==> src/stx_pkg.sv <==
package stx_pkg;

	localparam int RING_DEPTH = 64;
	localparam int RING_AW = $clog2(RING_DEPTH);
	localparam int CNT_W = 13;
	localparam int IDX_W = 12;
	localparam logic [CNT_W-1:0] MAX_TRANSFER = 13'd4096;
	localparam logic [7:0] CHAR_CR = 8'h0D;
	localparam logic [7:0] CHAR_NUL = 8'h00;

	typedef enum logic [2:0] {
		OP_START_READ = 3'd0,
		OP_START_WRITE = 3'd1,
		OP_BYTE_RX = 3'd2,
		OP_TX_READY = 3'd3,
		OP_RING_POP = 3'd4
	} op_t;

	typedef enum logic [1:0] {
		MODE_IDLE = 2'd0,
		MODE_READ = 2'd1,
		MODE_WRITE = 2'd2
	} mode_t;

	// result fields known at accept time; the popped byte comes from the RAM later
	typedef struct packed {
		logic tx_valid;
		logic [7:0] tx_byte;
		logic store_valid;
		logic [IDX_W-1:0] store_index;
		logic [7:0] store_byte;
		logic pop_valid;
		logic done_event;
		logic tx_irq_disable;
		logic [1:0] transfer_status;
		logic ring_is_full;
		logic [CNT_W-1:0] bytes_done;
	} res_t;

	typedef struct packed {
		logic we;
		logic [RING_AW-1:0] waddr;
		logic [7:0] wdata;
		logic re;
		logic [RING_AW-1:0] raddr;
	} ram_req_t;

	function automatic logic [RING_AW-1:0] ring_next(input logic [RING_AW-1:0] i);
		logic [RING_AW-1:0] r;
		if (i == RING_AW'(RING_DEPTH - 1)) r = '0;
		else r = i + 1'b1;
		return r;
	endfunction

endpackage

==> src/stx_ram.sv <==
module stx_ram #(
	parameter int WIDTH = 8,
	parameter int DEPTH = 64
) (
	input logic clk,
	input logic we,
	input logic [$clog2(DEPTH)-1:0] waddr,
	input logic [WIDTH-1:0] wdata,
	input logic re,
	input logic [$clog2(DEPTH)-1:0] raddr,
	output logic [WIDTH-1:0] rdata
);

	logic [WIDTH-1:0] mem_q [DEPTH];

	always_ff @(posedge clk) begin
		if (we) mem_q[waddr] <= wdata;
		if (re) rdata <= mem_q[raddr];
	end

endmodule

==> src/stx_ctrl.sv <==
module stx_ctrl
	import stx_pkg::*;
(
	input logic clk,
	input logic arst_n,
	input logic cfg_we,
	input logic port_open,
	input logic accept,
	input logic [2:0] op,
	input logic [7:0] data_byte,
	input logic [CNT_W-1:0] req_count,
	output res_t res,
	output ram_req_t ram_req
);

	logic port_open_q;
	mode_t mode_q, mode_n;
	logic [CNT_W-1:0] remaining_q, remaining_n;
	logic [CNT_W-1:0] transferred_q, transferred_n;
	logic [RING_AW-1:0] head_q, head_n, tail_q, tail_n;
	logic full_q, full_n;
	logic [CNT_W-1:0] count_sat;
	logic [CNT_W-1:0] rem_dec;
	logic [RING_AW-1:0] head_inc;

	assign count_sat = (req_count > MAX_TRANSFER) ? MAX_TRANSFER : req_count;
	assign rem_dec = (remaining_q != '0) ? remaining_q - 1'b1 : remaining_q;
	assign head_inc = ring_next(head_q);

	always_comb begin
		mode_n = mode_q;
		remaining_n = remaining_q;
		transferred_n = transferred_q;
		head_n = head_q;
		tail_n = tail_q;
		full_n = full_q;
		res = '0;
		ram_req = '0;
		ram_req.waddr = head_q;
		ram_req.wdata = data_byte;
		ram_req.raddr = tail_q;
		if (port_open_q) begin
			unique case (op)
				OP_START_READ, OP_START_WRITE: begin
					if (mode_q == MODE_IDLE) begin
						transferred_n = '0;
						remaining_n = count_sat;
						if (op == OP_START_WRITE) mode_n = MODE_WRITE;
						else if (count_sat == '0) res.done_event = 1'b1;
						else mode_n = MODE_READ;
					end
				end
				OP_BYTE_RX: begin
					if (mode_q == MODE_READ) begin
						res.store_valid = 1'b1;
						res.store_index = transferred_q[IDX_W-1:0];
						res.store_byte = data_byte;
						transferred_n = transferred_q + 1'b1;
						remaining_n = rem_dec;
						if (rem_dec == '0 || data_byte == CHAR_CR) begin
							mode_n = MODE_IDLE;
							res.done_event = 1'b1;
						end
					end else if (!full_q) begin
						ram_req.we = 1'b1;
						head_n = head_inc;
						if (head_inc == tail_q) full_n = 1'b1;
					end
				end
				OP_TX_READY: begin
					if (mode_q == MODE_WRITE) begin
						if (remaining_q == '0) begin
							res.tx_irq_disable = 1'b1;
							res.done_event = 1'b1;
							mode_n = MODE_IDLE;
						end else if (data_byte != CHAR_NUL) begin
							res.tx_valid = 1'b1;
							res.tx_byte = data_byte;
							remaining_n = rem_dec;
							transferred_n = transferred_q + 1'b1;
							if (rem_dec == '0) begin
								res.tx_irq_disable = 1'b1;
								res.done_event = 1'b1;
								mode_n = MODE_IDLE;
							end
						end
					end
				end
				OP_RING_POP: begin
					if (full_q || head_q != tail_q) begin
						res.pop_valid = 1'b1;
						ram_req.re = 1'b1;
						tail_n = ring_next(tail_q);
						full_n = 1'b0;
					end
				end
				default: ;
			endcase
		end
		res.transfer_status = mode_n;
		res.ring_is_full = full_n;
		res.bytes_done = transferred_n;
		// only an accepted request touches the ring
		ram_req.we = ram_req.we & accept;
		ram_req.re = ram_req.re & accept;
	end

	always_ff @(posedge clk or negedge arst_n) begin
		if (!arst_n) begin
			port_open_q <= 1'b0;
			mode_q <= MODE_IDLE;
			remaining_q <= '0;
			transferred_q <= '0;
			head_q <= '0;
			tail_q <= '0;
			full_q <= 1'b0;
		end else begin
			if (cfg_we) port_open_q <= port_open;
			if (accept) begin
				mode_q <= mode_n;
				remaining_q <= remaining_n;
				transferred_q <= transferred_n;
				head_q <= head_n;
				tail_q <= tail_n;
				full_q <= full_n;
			end
		end
	end

endmodule

==> src/serial_transfer_engine.sv <==
// A result is loaded into stage 1 (res_s1) at its accept edge and then moves into the
// output register (res_s2) when that register is empty or being taken by the consumer.
// Throughput: one request per cycle; in_ready drops only when both the ring read
// stage and the output register hold results that the consumer has not taken.
// Reset (arst_n, async, active low): port closed, mode idle, counts and ring pointers
// zero, pipeline empty. Ring contents are not cleared; a pop only reads written entries.
module serial_transfer_engine
	import stx_pkg::*;
(
	input logic clk,
	input logic arst_n,
	// configuration: port_open written when cfg_we is high
	input logic cfg_we,
	input logic port_open,
	// request channel
	input logic in_valid,
	output logic in_ready,
	input logic [2:0] op,
	input logic [7:0] data_byte,
	input logic [CNT_W-1:0] req_count,
	// result channel
	output logic out_valid,
	input logic out_ready,
	output logic tx_valid,
	output logic [7:0] tx_byte,
	output logic store_valid,
	output logic [IDX_W-1:0] store_index,
	output logic [7:0] store_byte,
	output logic pop_valid,
	output logic [7:0] pop_byte,
	output logic done_event,
	output logic tx_irq_disable,
	output logic [1:0] transfer_status,
	output logic ring_is_full,
	output logic [CNT_W-1:0] bytes_done
);

	logic accept;
	res_t res;
	ram_req_t ram_req;
	logic [7:0] ring_rdata;

	// stage 1: state updated, ring read in flight
	logic valid_s1;
	res_t res_s1;
	// stage 2: output register
	logic valid_s2;
	res_t res_s2;
	logic [7:0] pop_byte_s2;
	logic adv_s2;

	assign adv_s2 = !valid_s2 || out_ready;
	assign in_ready = !valid_s1 || adv_s2;
	assign accept = in_valid && in_ready;

	// Control state lives in flops inside the controller and is updated at the
	// accept edge, so the next request sees it without any forwarding. The ring
	// bytes live in the RAM: a push writes at head in the accept cycle, and a pop
	// reads at tail in the accept cycle. A pop that follows a push of the same
	// entry reads after the write has landed.
	stx_ctrl u_ctrl (
		.clk (clk),
		.arst_n (arst_n),
		.cfg_we (cfg_we),
		.port_open (port_open),
		.accept (accept),
		.op (op),
		.data_byte (data_byte),
		.req_count (req_count),
		.res (res),
		.ram_req (ram_req)
	);

	stx_ram #(
		.WIDTH (8),
		.DEPTH (RING_DEPTH)
	) u_ring (
		.clk (clk),
		.we (ram_req.we),
		.waddr (ram_req.waddr),
		.wdata (ram_req.wdata),
		.re (ram_req.re),
		.raddr (ram_req.raddr),
		.rdata (ring_rdata)
	);

	always_ff @(posedge clk or negedge arst_n) begin
		if (!arst_n) begin
			valid_s1 <= 1'b0;
			valid_s2 <= 1'b0;
		end else begin
			if (adv_s2) valid_s2 <= valid_s1;
			if (in_ready) valid_s1 <= in_valid;
		end
	end

	// RAM read data holds while stage 1 waits: a new read needs a new accept,
	// which only happens as stage 1 moves on.
	always_ff @(posedge clk) begin
		if (accept) res_s1 <= res;
		if (valid_s1 && adv_s2) begin
			res_s2 <= res_s1;
			pop_byte_s2 <= res_s1.pop_valid ? ring_rdata : 8'h00;
		end
	end

	assign out_valid = valid_s2;
	assign tx_valid = res_s2.tx_valid;
	assign tx_byte = res_s2.tx_byte;
	assign store_valid = res_s2.store_valid;
	assign store_index = res_s2.store_index;
	assign store_byte = res_s2.store_byte;
	assign pop_valid = res_s2.pop_valid;
	assign pop_byte = pop_byte_s2;
	assign done_event = res_s2.done_event;
	assign tx_irq_disable = res_s2.tx_irq_disable;
	assign transfer_status = res_s2.transfer_status;
	assign ring_is_full = res_s2.ring_is_full;
	assign bytes_done = res_s2.bytes_done;

endmodule

==> config.mk <==
export PLATFORM = sky130hd
export DESIGN_NAME = serial_transfer_engine
export DESIGN_NICKNAME = d
export VERILOG_FILES = /design/src/stx_pkg.sv /design/src/stx_ram.sv /design/src/stx_ctrl.sv /design/src/serial_transfer_engine.sv
export SDC_FILE = /design/constraint.sdc
export NUM_CORES = 1
export LEC_CHECK = 0
export BUFFER_PORTS_ARGS = -buffer_cell sky130_fd_sc_hd__buf_2
export CORE_MARGIN = 3
export CORE_UTILIZATION = 30
export CTS_BUF_LIST = sky130_fd_sc_hd__clkbuf_8
export DETAILED_ROUTE_END_ITERATION = 16
export MAX_ROUTING_LAYER = met4
export SLEW_MARGIN = 20
export SYNTH_ARGS = -nofsm -noshare
export SYNTH_HDL_FRONTEND = slang
export SYNTH_SLANG_ARGS = --single-unit
==> constraint.sdc <==
create_clock -name clk -period 3.9 [get_ports clk]
set_input_delay 0.195 -clock clk [delete_from_list [all_inputs] [get_ports clk]]
set_output_delay 0.195 -clock clk [all_outputs]
set_load 0.03 [all_outputs]
[Word level (Yosys, flattened, before mapping)]
Memories as Yosys holds them, arrays and structs flattened. A register that Yosys moved wholly into a read port is not among the register bits.
Cells that the tools add are included.
Cells by class
  add/subtract/negate cells: 4
  magnitude comparators: 1
  equality and inequality tests: 16
  muxes and demuxes: 55
  bitwise operators: 8
  reductions and logical operators: 25
Operator list (count)
  $mux W13: 13
  $pmux W13 S3: 2
  $logic_not A13 Y1: 3
  $mux W2: 14
  $mux W21: 1
  $mux W1: 19
  $add A13 B1 Y13 const B: 1
  $gt A13 B13 Y1 const B: 1
  $reduce_bool A13 Y1: 1
  $sub A13 B1 Y13 const B: 1
  $add A6 B1 Y6 const B: 2
  $eq A6 B6 Y1 const B: 2
  $mux W6: 2
  $mux W9: 1
  $eq A8 B4 Y1 const B: 1
  $ne A2 B1 Y1 const B: 4
  $reduce_and A8 Y1: 1
  $reduce_bool A8 Y1: 1
  $eq A3 B2 Y1 const B: 2
  $eq A6 B6 Y1: 1
  $ne A6 B6 Y1: 1
  $not A1 Y1: 6
  $pmux W2 S3: 1
  $reduce_and A3 Y1: 2
  20 further kinds: 26
Word-level totals
  flip-flop bits (word level): 150
  memory bits (writable): 512
  input bits: 30
  output and inout port bits: 59
  memories kept: 1
Memories
  u_ring.mem_q: depth 64, bits a word 8, rd ports 1, clocked after Yosys merged registers in 1, wr ports 1, RTL line stx_ram.sv:14  | logic [WIDTH-1:0] mem_q [DEPTH];

[Logic depth before layout (Yosys ltp)]
  depth after elaboration: 9
  gate-level depth with buffers: 10

[Cells and area by module]
A second synthesis with hierarchy kept.
Second synthesis, totals
  cells, all modules: 1540
  area, all modules: 27228.6 µm²
Modules (own cells, without submodules)
  stx_ram: times used 1, cells each 940, area an instance 20236.9 µm², sequential area each 15615.0 µm²
  stx_ctrl: times used 1, cells each 478, area an instance 3654.8 µm², sequential area each 1051.0 µm²
  serial_transfer_engine: times used 1, cells each 122, area an instance 3337.0 µm², sequential area each 3233.1 µm²

[Worst setup path before layout]
Ideal clock, no wire load.
  path kind: reg-to-reg
  start: register valid_s2 (netlist: out_valid)
  end: register u_ctrl.tail_q[0]
  arrival time: 3.042 ns
  data required time: 3.775 ns
  slack: 0.733 ns
  stages on the path, launching flop included: 8
  path through: dfrtp_1 > nand3b_1 > nand2_1 > inv_1 > nand2_1 > nor2b_1 > buf_2 > mux2_2
On the way
  longest elaborated chain between the ends: 5
Ends and longest elaborated chain
  start: declaration: RTL line serial_transfer_engine.sv:47  | logic valid_s2;
  start signal: assignment: RTL line serial_transfer_engine.sv:92  | if (adv_s2) valid_s2 <= valid_s1;
  $logic_not A1 Y1: RTL line serial_transfer_engine.sv:52  | assign adv_s2 = !valid_s2 || out_ready;
  $logic_or A1 B1 Y1: RTL line serial_transfer_engine.sv:52
  $logic_or A1 B1 Y1: RTL line serial_transfer_engine.sv:53  | assign in_ready = !valid_s1 || adv_s2;
  via in_ready: RTL line serial_transfer_engine.sv:17  | output logic in_ready,
  $logic_and A1 B1 Y1: RTL line serial_transfer_engine.sv:54  | assign accept = in_valid && in_ready;
  via accept: RTL line serial_transfer_engine.sv:38  | logic accept;
  $reduce_and A4 Y1 (no source line)
  end signal: assignment: RTL line stx_ctrl.sv:124  | tail_q <= tail_n;
  end: declaration: RTL line stx_ctrl.sv:20  | logic [RING_AW-1:0] head_q, head_n, tail_q, tail_n;
The timed path passes the listed nets, and every way through them passes these cells.
A chain may end at the register's enable or synchronous reset.

[Worst setup path in the final report]
  start: register u_ctrl.mode_q[1]
  end: memory u_ring.mem_q[21][1], enable pin
On the way
  longest elaborated chain between the ends: 7
Ends and longest elaborated chain
  start: declaration: RTL line stx_ctrl.sv:17  | mode_t mode_q, mode_n;
  start signal: assignment: RTL line stx_ctrl.sv:120  | mode_q <= mode_n;
  $eq A2 B1 Y1: RTL line stx_ctrl.sv:54  | if (mode_q == MODE_READ) begin
  $mux W1: RTL line stx_ctrl.sv:54
  $mux W1: RTL line stx_ctrl.sv:43  | unique case (op)
  $mux W1: RTL line stx_ctrl.sv:42  | if (port_open_q) begin
  $and A1 B1 Y1: RTL line stx_ctrl.sv:104  | ram_req.we = ram_req.we & accept;
  $mux W1: RTL line stx_ram.sv:17  | if (we) mem_q[waddr] <= wdata;
  $mux W1 (implied by the code): RTL line stx_ram.sv:17
  end: declaration: RTL line stx_ram.sv:14
Every way passes these cells.

==> results.cfg <==
[synth]
synthSimpleGateAreaFrac_pct = 6.20
yosysTopAreaCell = edfxtp_1
synth-compound-area-share_pct = 3.85
synth_fp_nets = 1472
synthXorXnorAreaFrac_pct = 0.523
synth_seq_area_share_pct = 74.3
synth-edff-count = 626
synth_cells = 1437
yosysWarnings = 0
synth_top_family_by_area = multiplexers
synthesis.area_sq_mm = 0.0268
synthDistinctLibCells = 61
synth_area_leaders = edfxtp_1 70%, mux4_2 13%, dfrtp_1 4.1%, nor2_1 1.5%, and2_1 1.1%
synth_mux_area_share_pct = 13.6
avgSynthCellArea_sq_um = 18.6
ys_ff_latch = 670
ys_async_sr_fraction_pct = 6.57
ys.flop_type = edfxtp_1
synth_adder_area_share_pct = 0.233
synth_top_area_share_pct = 70.1

[sta]
min_period_over_period_pct = 91.4
relSlewSlack_pct = 19.7
finalSetupTns_ps = 0
finalCriticalPeriod_ps = 3560
tightest_slew_ps = 1200
maxSlewViolCount = 0
rsz0062_at_grt = false
setup_viol_count_final = 0
skew_ps = 29.6
hold_violations = 0
fmax_mhz = 281

[route]
vias_per_cell = 5.01
wl_um = 64100
drt-pass1-iter-count = 5
wl_per_cell_um = 22.1
ant_nets = 0
drtIter0Drc = 1420
route.detailed.drc = 0
num_vias = 14600

[worst_setup_path]
cp-end-kind = register
crit_path_start_kind = register
critical_path_arrival_ps = 3900
critPathMaxFanout = 11
critPathKind = register to register
cp.required_ps = 4230

[grt]
grt_max_degree = 93
gr-total-overflow = 0
grt_usage_pct = 14.1
antenna_found_initial = 4
grt_pass1_wl_um = 96800
grt_pass1_vias = 14500

[pwr]
comb_power_share_pct = 18.7
p_clk_share_pct = 32.5
power_density_mw_per_mm2 = 547
leakage_nw = 10.1
pwr-share-seq_pct = 48.8
p_sw_share_pct = 27.4
power.switching_w = 0.00468
peakVddDrop_uv = 327
internal-power_w = 0.0124

[placed_design]
place_congestion = 0.866
io_buffer_count = 88
dpl.hpwl_um = 39800
place_inst = 2668

[clock_tree]
cts_buffer_depth = 3
cts_sinks = 670
clock_latency_ps = 710
cts-root-buf = clkbuf_8
cts_resized = 0
clk_pin_slew_ps = 60
htree_levels = 3
cts_hold_buf = 31
postCtsSetupRepairBufs = 0
cts_tree = yes
cts_made_buffers = 106

[floorplan]
start_util_pct = 30.6
die_w_um = 305
io_pins = 89
fp.dieArea_sq_mm = 0.0929
num_rows = 108
fp.dieH_um = 305
core_area_sq_mm = 0.0877

[final_layout]
fin_nets = 1687
post-route-util_pct = 35.6
area_growth_pct = 16.6
final_cells = 2902
final_layout_size_suffix_gt1_share_pct = 27.3

[status]
status = finished, final reports clean

[worst_hold_path]
worstHoldPathType = input port to asynchronous set/reset pin

[run]
max-cap-violations = 0
==> registers in the layout, summed over array words and instances (netlist names), 2 cells and up <==
register	count
u_ring.mem_q	512
store_index	12
u_ctrl.remaining_q	13
pop_byte	8
u_ctrl.head_q	6
tx_byte	8
u_ctrl.transferred_q	13
u_ring.rdata	8
store_byte	8
u_ctrl.tail_q	6
transfer_status	2
u_ctrl.mode_q	2
bytes_done	13
res_s1	49
==> logic make-up (layout without fill, tap and decap cells) <==
kind of cell,Yosys count,after routing
muxes,164,164
adders and majority gates,5,5
AOI/OAI and AO/OA,158,158
other,0,4
DFF,670,670
and+or+nand+nor,331,331
xor gates and xnor gates,16,16
buffers and inverters,93,399
==> synthesized netlist by cell type, types with 3 or more instances <==
library cell	n
a221oi_1	3
nor3b_1	4
dfrtp_1	44
buf_1	20
nor2_1	106
ha_1	5
o21a_1	3
buf_2	7
nor2b_1	10
xnor2_1	10
edfxtp_1	626
nor3_1	14
a21oi_1	30
a31oi_1	20
o21ai_0	41
and3_1	11
mux4_2	160
a41oi_1	3
o22ai_1	5
o311ai_0	4
a22oi_1	18
inv_1	11
nand3_1	25
xor2_1	6
nand2_1	65
o31ai_1	10
or3_1	3
clkbuf_1	55
nor4_1	9
mux2_2	3
and2_1	46
nand3b_1	6
a21o_1	3
nand2b_1	8
nand4_1	6
or4_1	5
==> routing by layer <==
metal | wire length, um | share of wire (%) | track usage, %
met5 | 0 | 0 | -
met4 | 1340 | 2.1 | 3.31
met3 | 4380 | 6.8 | 2.92
met2 | 29900 | 47 | 21.3
met1 | 28500 | 44 | 19.7
==> worst max-delay path, stage by stage (launching register included) <==
cell,delay (ps)
dfrtp_1,510
inv_1,80
a21o_1,290
or4b_2,840
nor2_1,360
nand3b_1,430
nor2_1,660
==> power by group through the flow <==
stage               Combinational (W)  Sequential, W  Clock [W]
floorplan                     0.00223        0.00835          0
global route                  0.00342        0.00837    0.00606
global placement              0.00318        0.00848          0
CTS                           0.00324        0.00834    0.00571
detailed placement            0.00321        0.00849          0
finish                        0.00320        0.00834    0.00555
==> through the flow <==
stage	total power [W]	instance area (sq um)	hold WS (ps)	setup WS (ps)
finish	0.0171	31300	101	335
global route	0.0179	31300	77.4	156
CTS	0.0173	31200	35.8	346
detailed placement	0.0117	29000	219	375
global placement	0.0117	29000	216	502
floorplan	0.0106	26800	-101	733
==> path summary, 6_finish.rpt <==
path	startpoint	to	slack [ps]	cells past startpoint
worst max-delay path	u_ctrl.mode_q[1]$_DFFE_PN0P_	u_ring.mem_q[21][1]$_DFFE_PP_	340	6
worst min-delay path	arst_n	u_ctrl.transferred_q[8]$_DFFE_PN0P_	100	3
worst max register to register	u_ctrl.mode_q[1]$_DFFE_PN0P_	u_ring.mem_q[21][1]$_DFFE_PP_	340	6
worst min register to register	res_s1[24]$_SDFFCE_PN0P_	store_byte[5]$_DFFE_PP_	420	0
max in group asynchronous	arst_n	u_ctrl.mode_q[0]$_DFFE_PN0P_	3350	3
min in group clk	data_byte[7]	u_ctrl.mode_q[0]$_DFFE_PN0P_	200	7
==> cells in the final DEF (no fill, tap or decap), types with 11 or more instances in the layout <==
cell             n
a21oi_1         29
a22oi_1         18
a31oi_1         20
and2_1          45
and3_1          11
buf_2           89
buf_4           66
clkbuf_8       110
clkinv_1        28
clkinv_2        17
dfrtp_1         41
dlygate4sd3_1   30
edfxtp_1       626
inv_1           45
mux4_2         160
nand2_1         65
nand3_1         25
nor2_1         106
nor3_1          14
o21ai_0         41
==> area by class of cell <==
type	instances	area (sq um)
tap	1155	1450
inverter	11	41.3
fill	8057	56400
timing repair buffer	189	1320
multi-input combinational	674	6550
antenna	4	10.0
sequential	670	19900
clock inverter	89	465
clock buffer	110	1510
Power figures use the tool's default switching activity.
